==> src/hw/rtl/acs_pkg.sv <==
package acs_pkg;

	localparam int MEMORY_BYTES_DEF = 256;

	typedef enum logic [1:0] {
		REQ_WRITE   = 2'd0,
		REQ_READ    = 2'd1,
		REQ_EXEC    = 2'd2,
		REQ_RESTART = 2'd3
	} req_op_t;

	typedef enum logic [1:0] {
		STS_OK      = 2'd0,
		STS_HALT    = 2'd1,
		STS_UNKNOWN = 2'd2,
		STS_IGNORED = 2'd3
	} status_t;

	localparam logic [7:0] OPC_NOP   = 8'h00;
	localparam logic [7:0] OPC_LOAD  = 8'h01;
	localparam logic [7:0] OPC_ADD   = 8'h02;
	localparam logic [7:0] OPC_STORE = 8'h03;
	localparam logic [7:0] OPC_JMP   = 8'h04;
	localparam logic [7:0] OPC_JZ    = 8'h05;
	localparam logic [7:0] OPC_PRINT = 8'h06;
	localparam logic [7:0] OPC_HALT  = 8'hFF;

	localparam logic [7:0] ADDR_N       = 8'hC0;
	localparam logic [7:0] ADDR_RESULT  = 8'hC1;
	localparam logic [7:0] ADDR_COUNTER = 8'hC2;

	typedef enum logic [3:0] {
		ST_CLEAR,
		ST_IDLE,
		ST_READ,
		ST_FETCH,
		ST_OPER,
		ST_DATA,
		ST_PR0,
		ST_PR1,
		ST_PR2,
		ST_FINISH
	} state_t;

	typedef struct packed {
		status_t    status;
		logic [7:0] read_data;
		logic [7:0] program_counter;
		logic [7:0] accumulator;
		logic [7:0] opcode;
		logic       trace_valid;
		logic [7:0] trace_iteration;
		logic [7:0] trace_result;
		logic [7:0] trace_counter;
	} rsp_t;

endpackage

==> src/hw/rtl/acs_req_if.sv <==
interface acs_req_if;
	logic            valid;
	logic            ready;
	acs_pkg::req_op_t op;
	logic [7:0]      address;
	logic [7:0]      data;

	modport source (output valid, output op, output address, output data, input ready);
	modport sink (input valid, input op, input address, input data, output ready);
endinterface

==> src/hw/rtl/acs_rsp_if.sv <==
interface acs_rsp_if;
	logic             valid;
	logic             ready;
	acs_pkg::status_t status;
	logic [7:0]       read_data;
	logic [7:0]       program_counter;
	logic [7:0]       accumulator;
	logic [7:0]       opcode;
	logic             trace_valid;
	logic [7:0]       trace_iteration;
	logic [7:0]       trace_result;
	logic [7:0]       trace_counter;

	modport source (output valid, output status, output read_data, output program_counter,
		output accumulator, output opcode, output trace_valid, output trace_iteration,
		output trace_result, output trace_counter, input ready);
	modport sink (input valid, input status, input read_data, input program_counter,
		input accumulator, input opcode, input trace_valid, input trace_iteration,
		input trace_result, input trace_counter, output ready);
endinterface

==> src/hw/rtl/acs_ram.sv <==
module acs_ram #(
	parameter int WIDTH = 8,
	parameter int DEPTH = acs_pkg::MEMORY_BYTES_DEF
) (
	input  logic                     clk,
	input  logic                     we,
	input  logic [$clog2(DEPTH)-1:0] waddr,
	input  logic [WIDTH-1:0]         wdata,
	input  logic [$clog2(DEPTH)-1:0] raddr,
	output logic [WIDTH-1:0]         rdata
);
	logic [WIDTH-1:0] mem_q [DEPTH];
	logic [WIDTH-1:0] rdata_q;

	always_ff @(posedge clk) begin
		if (we) begin
			mem_q[waddr] <= wdata;
		end
		rdata_q <= mem_q[raddr];
	end

	assign rdata = rdata_q;
endmodule

==> src/hw/rtl/accumulator_cpu_step.sv <==
// Write, restart and ignored steps go straight to the response register; a read reads memory;
// an executed step fetches the opcode, then the operand (LOAD/ADD/STORE/JMP/JZ) and the data
// (LOAD/ADD), or reads N, RESULT and COUNTER (PRINT); one memory read port, one read a cycle.
// One request at a time: the next is taken once the current one is in the response register,
// which waits while an earlier response is stalled. Reset: arst_n clears CPU registers and
// control, then a clearing pass zeroes all MEMORY_BYTES entries, one per cycle, req.ready low.
module accumulator_cpu_step #(
	parameter int MEMORY_BYTES = acs_pkg::MEMORY_BYTES_DEF
) (
	input  logic      clk,
	input  logic      arst_n,
	acs_req_if.sink   req,
	acs_rsp_if.source rsp
);
	localparam int AW = $clog2(MEMORY_BYTES);

	acs_pkg::state_t st_q, st_d;
	logic [7:0]      pc_q, pc_d;
	logic [7:0]      acc_q, acc_d;
	logic [7:0]      instr_q, instr_d;
	logic            stopped_q, stopped_d;
	logic [AW-1:0]   clr_q, clr_d;
	logic            out_valid_q, out_valid_d;
	logic [7:0]      n_q, n_d;
	acs_pkg::rsp_t   res_q, res_d;
	acs_pkg::rsp_t   out_q, out_d;

	logic            we;
	logic [AW-1:0]   waddr;
	logic [7:0]      wdata;
	logic [AW-1:0]   raddr;
	logic [7:0]      rdata;

	acs_ram #(
		.WIDTH(8),
		.DEPTH(MEMORY_BYTES)
	) u_mem (
		.clk  (clk),
		.we   (we),
		.waddr(waddr),
		.wdata(wdata),
		.raddr(raddr),
		.rdata(rdata)
	);

	always_comb begin
		st_d        = st_q;
		pc_d        = pc_q;
		acc_d       = acc_q;
		instr_d     = instr_q;
		stopped_d   = stopped_q;
		clr_d       = clr_q;
		n_d         = n_q;
		res_d       = res_q;
		out_d       = out_q;
		out_valid_d = out_valid_q && !rsp.ready;
		we          = 1'b0;
		waddr       = pc_q[AW-1:0];
		wdata       = 8'd0;
		raddr       = pc_q[AW-1:0];
		req.ready   = 1'b0;

		case (st_q)
			acs_pkg::ST_CLEAR: begin
				we    = 1'b1;
				waddr = clr_q;
				clr_d = clr_q + AW'(1);
				if (clr_q == AW'(MEMORY_BYTES - 1)) begin
					st_d = acs_pkg::ST_IDLE;
				end
			end
			acs_pkg::ST_IDLE: begin
				req.ready = 1'b1;
				if (req.valid) begin
					res_d        = '0;
					res_d.status = acs_pkg::STS_OK;
					st_d         = acs_pkg::ST_FINISH;
					case (req.op)
						acs_pkg::REQ_WRITE: begin
							we    = 1'b1;
							waddr = req.address[AW-1:0];
							wdata = req.data;
						end
						acs_pkg::REQ_READ: begin
							raddr = req.address[AW-1:0];
							st_d  = acs_pkg::ST_READ;
						end
						acs_pkg::REQ_RESTART: begin
							pc_d      = 8'd0;
							acc_d     = 8'd0;
							instr_d   = 8'd0;
							stopped_d = 1'b0;
						end
						acs_pkg::REQ_EXEC: begin
							if (stopped_q) begin
								res_d.status = acs_pkg::STS_IGNORED;
							end else begin
								pc_d = pc_q + 8'd1;
								st_d = acs_pkg::ST_FETCH;
							end
						end
						default: begin
							st_d = acs_pkg::ST_FINISH;
						end
					endcase
				end
			end
			acs_pkg::ST_READ: begin
				res_d.read_data = rdata;
				st_d            = acs_pkg::ST_FINISH;
			end
			acs_pkg::ST_FETCH: begin
				instr_d      = rdata;
				res_d.opcode = rdata;
				st_d         = acs_pkg::ST_FINISH;
				case (rdata)
					acs_pkg::OPC_NOP: begin
						st_d = acs_pkg::ST_FINISH;
					end
					acs_pkg::OPC_LOAD, acs_pkg::OPC_ADD, acs_pkg::OPC_STORE,
					acs_pkg::OPC_JMP, acs_pkg::OPC_JZ: begin
						pc_d = pc_q + 8'd1;
						st_d = acs_pkg::ST_OPER;
					end
					acs_pkg::OPC_PRINT: begin
						raddr             = acs_pkg::ADDR_N[AW-1:0];
						res_d.trace_valid = 1'b1;
						st_d              = acs_pkg::ST_PR0;
					end
					acs_pkg::OPC_HALT: begin
						res_d.status = acs_pkg::STS_HALT;
						stopped_d    = 1'b1;
					end
					default: begin
						res_d.status = acs_pkg::STS_UNKNOWN;
						stopped_d    = 1'b1;
					end
				endcase
			end
			acs_pkg::ST_OPER: begin
				st_d = acs_pkg::ST_FINISH;
				case (instr_q)
					acs_pkg::OPC_LOAD, acs_pkg::OPC_ADD: begin
						raddr = rdata[AW-1:0];
						st_d  = acs_pkg::ST_DATA;
					end
					acs_pkg::OPC_STORE: begin
						we    = 1'b1;
						waddr = rdata[AW-1:0];
						wdata = acc_q;
					end
					acs_pkg::OPC_JMP: begin
						pc_d = rdata;
					end
					acs_pkg::OPC_JZ: begin
						if (acc_q == 8'd0) begin
							pc_d = rdata;
						end
					end
					default: begin
						st_d = acs_pkg::ST_FINISH;
					end
				endcase
			end
			acs_pkg::ST_DATA: begin
				if (instr_q == acs_pkg::OPC_LOAD) begin
					acc_d = rdata;
				end else begin
					acc_d = acc_q + rdata;
				end
				st_d = acs_pkg::ST_FINISH;
			end
			acs_pkg::ST_PR0: begin
				n_d   = rdata;
				raddr = acs_pkg::ADDR_RESULT[AW-1:0];
				st_d  = acs_pkg::ST_PR1;
			end
			acs_pkg::ST_PR1: begin
				res_d.trace_result = rdata;
				raddr              = acs_pkg::ADDR_COUNTER[AW-1:0];
				st_d               = acs_pkg::ST_PR2;
			end
			acs_pkg::ST_PR2: begin
				res_d.trace_counter   = rdata;
				res_d.trace_iteration = n_q - rdata + 8'd1;
				st_d                  = acs_pkg::ST_FINISH;
			end
			acs_pkg::ST_FINISH: begin
				if (!out_valid_q || rsp.ready) begin
					out_d                 = res_q;
					out_d.program_counter = pc_q;
					out_d.accumulator     = acc_q;
					out_valid_d           = 1'b1;
					st_d                  = acs_pkg::ST_IDLE;
				end
			end
			default: begin
				st_d = acs_pkg::ST_IDLE;
			end
		endcase
	end

	always_ff @(posedge clk or negedge arst_n) begin
		if (!arst_n) begin
			st_q        <= acs_pkg::ST_CLEAR;
			pc_q        <= 8'd0;
			acc_q       <= 8'd0;
			instr_q     <= 8'd0;
			stopped_q   <= 1'b0;
			clr_q       <= '0;
			out_valid_q <= 1'b0;
		end else begin
			st_q        <= st_d;
			pc_q        <= pc_d;
			acc_q       <= acc_d;
			instr_q     <= instr_d;
			stopped_q   <= stopped_d;
			clr_q       <= clr_d;
			out_valid_q <= out_valid_d;
		end
	end

	always_ff @(posedge clk) begin
		n_q   <= n_d;
		res_q <= res_d;
		out_q <= out_d;
	end

	assign rsp.valid           = out_valid_q;
	assign rsp.status          = out_q.status;
	assign rsp.read_data       = out_q.read_data;
	assign rsp.program_counter = out_q.program_counter;
	assign rsp.accumulator     = out_q.accumulator;
	assign rsp.opcode          = out_q.opcode;
	assign rsp.trace_valid     = out_q.trace_valid;
	assign rsp.trace_iteration = out_q.trace_iteration;
	assign rsp.trace_result    = out_q.trace_result;
	assign rsp.trace_counter   = out_q.trace_counter;
endmodule

==> src/flat_wrapper.sv <==
// flat-port wrapper written by rule: the top's interface ports become plain ports
module accumulator_cpu_step_flat 
#(
	parameter int MEMORY_BYTES = acs_pkg::MEMORY_BYTES_DEF
)
  (clk, arst_n, req_valid, req_op, req_address, req_data, req_ready, rsp_valid, rsp_status, rsp_read_data, rsp_program_counter, rsp_accumulator, rsp_opcode, rsp_trace_valid, rsp_trace_iteration, rsp_trace_result, rsp_trace_counter, rsp_ready);
  acs_req_if req_i ();
  acs_rsp_if rsp_i ();
  input  logic clk;
  input  logic arst_n;
  input wire logic [$bits(req_i.valid)-1:0] req_valid;
  input wire logic [$bits(req_i.op)-1:0] req_op;
  input wire logic [$bits(req_i.address)-1:0] req_address;
  input wire logic [$bits(req_i.data)-1:0] req_data;
  output wire logic [$bits(req_i.ready)-1:0] req_ready;
  output wire logic [$bits(rsp_i.valid)-1:0] rsp_valid;
  output wire logic [$bits(rsp_i.status)-1:0] rsp_status;
  output wire logic [$bits(rsp_i.read_data)-1:0] rsp_read_data;
  output wire logic [$bits(rsp_i.program_counter)-1:0] rsp_program_counter;
  output wire logic [$bits(rsp_i.accumulator)-1:0] rsp_accumulator;
  output wire logic [$bits(rsp_i.opcode)-1:0] rsp_opcode;
  output wire logic [$bits(rsp_i.trace_valid)-1:0] rsp_trace_valid;
  output wire logic [$bits(rsp_i.trace_iteration)-1:0] rsp_trace_iteration;
  output wire logic [$bits(rsp_i.trace_result)-1:0] rsp_trace_result;
  output wire logic [$bits(rsp_i.trace_counter)-1:0] rsp_trace_counter;
  input wire logic [$bits(rsp_i.ready)-1:0] rsp_ready;
  assign req_i.valid = req_valid;
  assign req_i.op = req_op;
  assign req_i.address = req_address;
  assign req_i.data = req_data;
  assign req_ready = req_i.ready;
  assign rsp_valid = rsp_i.valid;
  assign rsp_status = rsp_i.status;
  assign rsp_read_data = rsp_i.read_data;
  assign rsp_program_counter = rsp_i.program_counter;
  assign rsp_accumulator = rsp_i.accumulator;
  assign rsp_opcode = rsp_i.opcode;
  assign rsp_trace_valid = rsp_i.trace_valid;
  assign rsp_trace_iteration = rsp_i.trace_iteration;
  assign rsp_trace_result = rsp_i.trace_result;
  assign rsp_trace_counter = rsp_i.trace_counter;
  assign rsp_i.ready = rsp_ready;
  accumulator_cpu_step #(.MEMORY_BYTES(MEMORY_BYTES)) u_core (.clk(clk), .arst_n(arst_n), .req(req_i), .rsp(rsp_i));
endmodule
==> config.mk <==
export PLATFORM = sky130hd
export DESIGN_NAME = accumulator_cpu_step_flat
export DESIGN_NICKNAME = d
export VERILOG_FILES = /design/src/hw/rtl/acs_pkg.sv /design/src/hw/rtl/acs_req_if.sv /design/src/hw/rtl/acs_rsp_if.sv /design/src/hw/rtl/acs_ram.sv /design/src/hw/rtl/accumulator_cpu_step.sv /design/src/flat_wrapper.sv
export SDC_FILE = /design/constraint.sdc
export NUM_CORES = 2
export LEC_CHECK = 0
export ABC_CLOCK_PERIOD_IN_PS = 7500
export BUFFER_PORTS_ARGS = -buffer_cell sky130_fd_sc_hd__buf_2
export CORE_MARGIN = 10
export CORE_UTILIZATION = 45
export CTS_CLUSTER_SIZE = 40
export DETAILED_ROUTE_END_ITERATION = 8
export GPL_TIMING_DRIVEN = 0
export PLACE_DENSITY = 0.61
export REMOVE_ABC_BUFFERS = 1
export SLEW_MARGIN = 10
export SYNTH_ARGS = -nofsm -noshare
export SYNTH_HDL_FRONTEND = slang
export SYNTH_HIERARCHICAL = 1
export SYNTH_SLANG_ARGS = --single-unit
export TNS_END_PERCENT = 1
==> constraint.sdc <==
create_clock -name clk -period 7.5 [get_ports clk]
set_input_delay 0 -clock clk [delete_from_list [all_inputs] [get_ports clk]]
set_output_delay 0 -clock clk [all_outputs]
set_load 0.05 [all_outputs]
==> results.json <==
{
  "coreArea_mm2": 0.191,
  "synth-edff-count": 2158,
  "wirelength_um": 211000,
  "grt_pass1_vias": 43600,
  "tightest_slew_ns": 1.36,
  "final_util_pct": 52.1,
  "maxSlewHeadroom_pct": 9.35,
  "cp_data_required_time_ns": 8.16,
  "dpl-instance-area_mm2": 0.0922,
  "crit_path_start_kind": "flop",
  "die-height_um": 458,
  "drive_gt1_share_pct": 22.8,
  "cts.sinks": 2204,
  "clock_latency_ns": 0.85,
  "synthArstFlopShare_pct": 1.72,
  "root_buffer": "clkbuf_16",
  "clockBufferDepth": 3,
  "vias": 43100,
  "wl_per_cell_um": 29.4,
  "power_leakage_nw": 31.8,
  "largest_reg_flops": 2048,
  "stdcell_area_mm2": 0.0994,
  "cts_tree": "built",
  "ys_types": 80,
  "dp_hpwl_um": 138000,
  "yosys_most_used_dff": "edfxtp_1",
  "setup_viol": 0,
  "ys_seq_elements": 2204,
  "nets": 4548,
  "grt_antenna_before_repair": 7,
  "crit_path_end_kind": "flop",
  "initial_core_util_pct": 45.3,
  "num_rows": 160,
  "yosys_warnings": 6,
  "hold_class": "primary input to flop",
  "gr-total-overflow": 0,
  "ios": 83,
  "grt_pass1_wl_um": 307000,
  "max_freq_mhz": 138,
  "synth.avg_cell_area_um2": 20.1,
  "regMostFlops": "u_core/u_mem/mem_q",
  "io_buffers": 82,
  "period_share_pct": 96.9,
  "fp.dieW_um": 458,
  "status": "finished, final reports clean",
  "finalMaxSlewViolations": 0,
  "cp_max_fo": 15,
  "drt_first_iter_violations": 4758,
  "grt_usage_pct": 19.7,
  "final.min_clock_period_ns": 7.27,
  "cp.arrival_ns": 7.93,
  "syn_to_final_growth_pct": 15.1,
  "dieArea_mm2": 0.210,
  "ant_nets": 0,
  "synth_cells": 4291,
  "globalplace.congestion": 0.824,
  "hold_viol": 0,
  "grt_setup_unrepaired": "true",
  "drv_cap": 0,
  "cts_buffers": 216,
  "grt_max_degree": 87,
  "setup_ws_ns": 0.230,
  "peakVddDrop_v": 0.000254,
  "critPathKind": "flop to flop",
  "cts_setup_buffers": 0,
  "path_clk_slew_ns": 0.06,
  "top_regs": "u_core/u_mem/mem_q x2048, u_core/res_q x43",
  "dpl_worst_slack_ns": -0.836,
  "dr.pass1.iters": 6,
  "powerDensity_mw_per_mm2": 381,
  "yosysSeqAreaShare_pct": 76.3,
  "vias_per_cell": 6.00,
  "htreeDepth": 4,
  "finClkSkew_ns": 0.0360,
  "drcViolationCount": 0,
  "syn-cell-area_mm2": 0.0864
}
==> layout make-up <==
type | instances | area (um2)
Multi-Input combinational cell | 1798 | 19300
Clock inverter | 127 | 1230
Sequential cell | 2204 | 65900
Fill cell | 14800 | 91200
Clock buffer | 266 | 5640
Inverter | 34 | 129
Tap cell | 2511 | 3140
Antenna cell | 1 | 2.50
Timing Repair Buffer | 243 | 4060
==> layer usage <==
metal	global-route usage (%)	routed length, um
met4	6.26	6390
met3	4.28	16500
met1	27.1	86500
met2	31.7	102000
met5	0	23
==> per-stage QoR <==
step | cells | total power [mW] | hold slack (ns) | TNS, ns
6_report | 7184 | 37.9 | 0.0584 | 0
5_1_grt | 7184 | 39.3 | 0.0695 | 0
4_1_cts | 7183 | 38.1 | 0.0165 | 0
3_5_place_dp | 6775 | 27.6 | 0.213 | -2.35
3_3_place_gp | 6629 | 23.5 | 0.202 | -7278.76
2_1_floorplan | 4036 | 21.9 | -0.296 | -389.54
==> cells in the mapped netlist, types with 23 or more instances <==
master    instances  share of area (%)
edfxtp_1       2158                 75
nor2_1          324                1.4
o221ai_1         54               0.55
nand2_1          81               0.35
buf_1            23               0.10
dfrtp_1          38                1.1
ha_1             27               0.39
inv_1            32               0.14
nor2b_1          36               0.26
nand3_1          45               0.26
o21ai_0          37               0.21
clkbuf_1        127               0.55
nor3_1           38               0.22
mux2i_1         145                1.7
buf_4            27               0.23
a21oi_1         124               0.72
buf_2            35               0.20
a22oi_1         135                1.2
o22ai_1          29               0.21
mux4_2          454                 12
nor4_1           29               0.21
==> path summary, 6_finish.rpt <==
path,from,end,slack [ns],cells past startpoint
max,u_core/instr_q[5]$_DFFE_PN0P_,u_core/u_mem/rdata[3]$_DFF_P_,0.23,21
min,req_data[4],u_core/u_mem/mem_q[157][4]$_DFFE_PP_,0.06,2
max reg2reg,u_core/instr_q[5]$_DFFE_PN0P_,u_core/u_mem/rdata[3]$_DFF_P_,0.23,21
min reg2reg,u_core/res_q[13]$_SDFFCE_PN0P_,u_core/rsp.trace_result[5]$_DFFE_PP_,0.42,0
max in group asynchronous,arst_n,u_core/pc_q[2]$_DFFE_PN0P_,7.07,4
min in group asynchronous,arst_n,u_core/acc_q[5]$_DFFE_PN0P_,0.22,4
==> what timing repair did <==
action | in CTS | in global routing
endpoints found under the hold margin | 235 | 0
gates resized for setup | 9 | 8
setup endpoints to repair | 8 | 8
pin swaps | 0 | 0
hold buffers | 15 | 0
==> report_power, final <==
group | internal [mW] | switching [mW]
logic | 6.04 | 7.14
clock network | 5.99 | 4.58
registers | 13.9 | 0.232
total | 25.9 | 12.0
==> worst max-delay path, stage by stage, from the launching register on <==
cell,delay [ns]
dfrtp_1,0.38
or4_1,0.59
nor3_1,0.27
nand2_1,0.39
o32ai_4,0.53
a21boi_2,0.44
o221ai_4,0.36
buf_8,0.27
buf_12,0.17
buf_12,0.17
buf_16,0.16
buf_16,0.16
buf_16,0.17
buf_12,0.17
buf_16,0.17
buf_12,0.17
mux4_2,0.43
a22o_1,0.29
a221oi_1,0.62
o32ai_1,0.30
nor3_2,0.55
nor4_1,0.24
==> placed cells by master (no fill, tap or decap), types with 9 or more instances in the layout <==
cell type,instances
o211ai_1,12
nor2_1,320
a22oi_1,135
dfrtp_1,38
clkbuf_16,217
nand2_1,79
ha_1,27
clkinv_2,37
dlygate4sd3_1,14
o21ai_1,11
nor2b_1,33
a221oi_1,13
nand4_1,14
o21ai_0,33
mux2i_1,145
xnor2_1,11
a21oi_1,124
o22ai_1,29
nand2b_1,17
and2_1,15
nand3_1,36
buf_2,83
nor4_2,13
buf_16,96
nand3_2,10
nor4_1,15
a211oi_1,18
mux4_2,454
a21o_1,15
o221ai_1,48
buf_12,32
clkbuf_1,46
bufinv_16,19
buf_8,9
clkinv_1,49
inv_1,32
edfxtp_1,2158
nor3_1,33
==> cells by family (layout without fill, tap and decap cells) <==
kind of cell	after synthesis	after routing	share of synthesized area (%)
multiplexers	603	603	13.6
flip-flops	2204	2204	76.3
AO/OA/AOI/OAI	512	512	4.15
other	0	1	0
AND/OR/NAND/NOR	636	636	3.39
adder cells (fa/ha/maj)	29	29	0.437
buffers and inverters	289	670	1.94
XOR/XNOR	18	18	0.183
(Power assumes the default switching activity.)
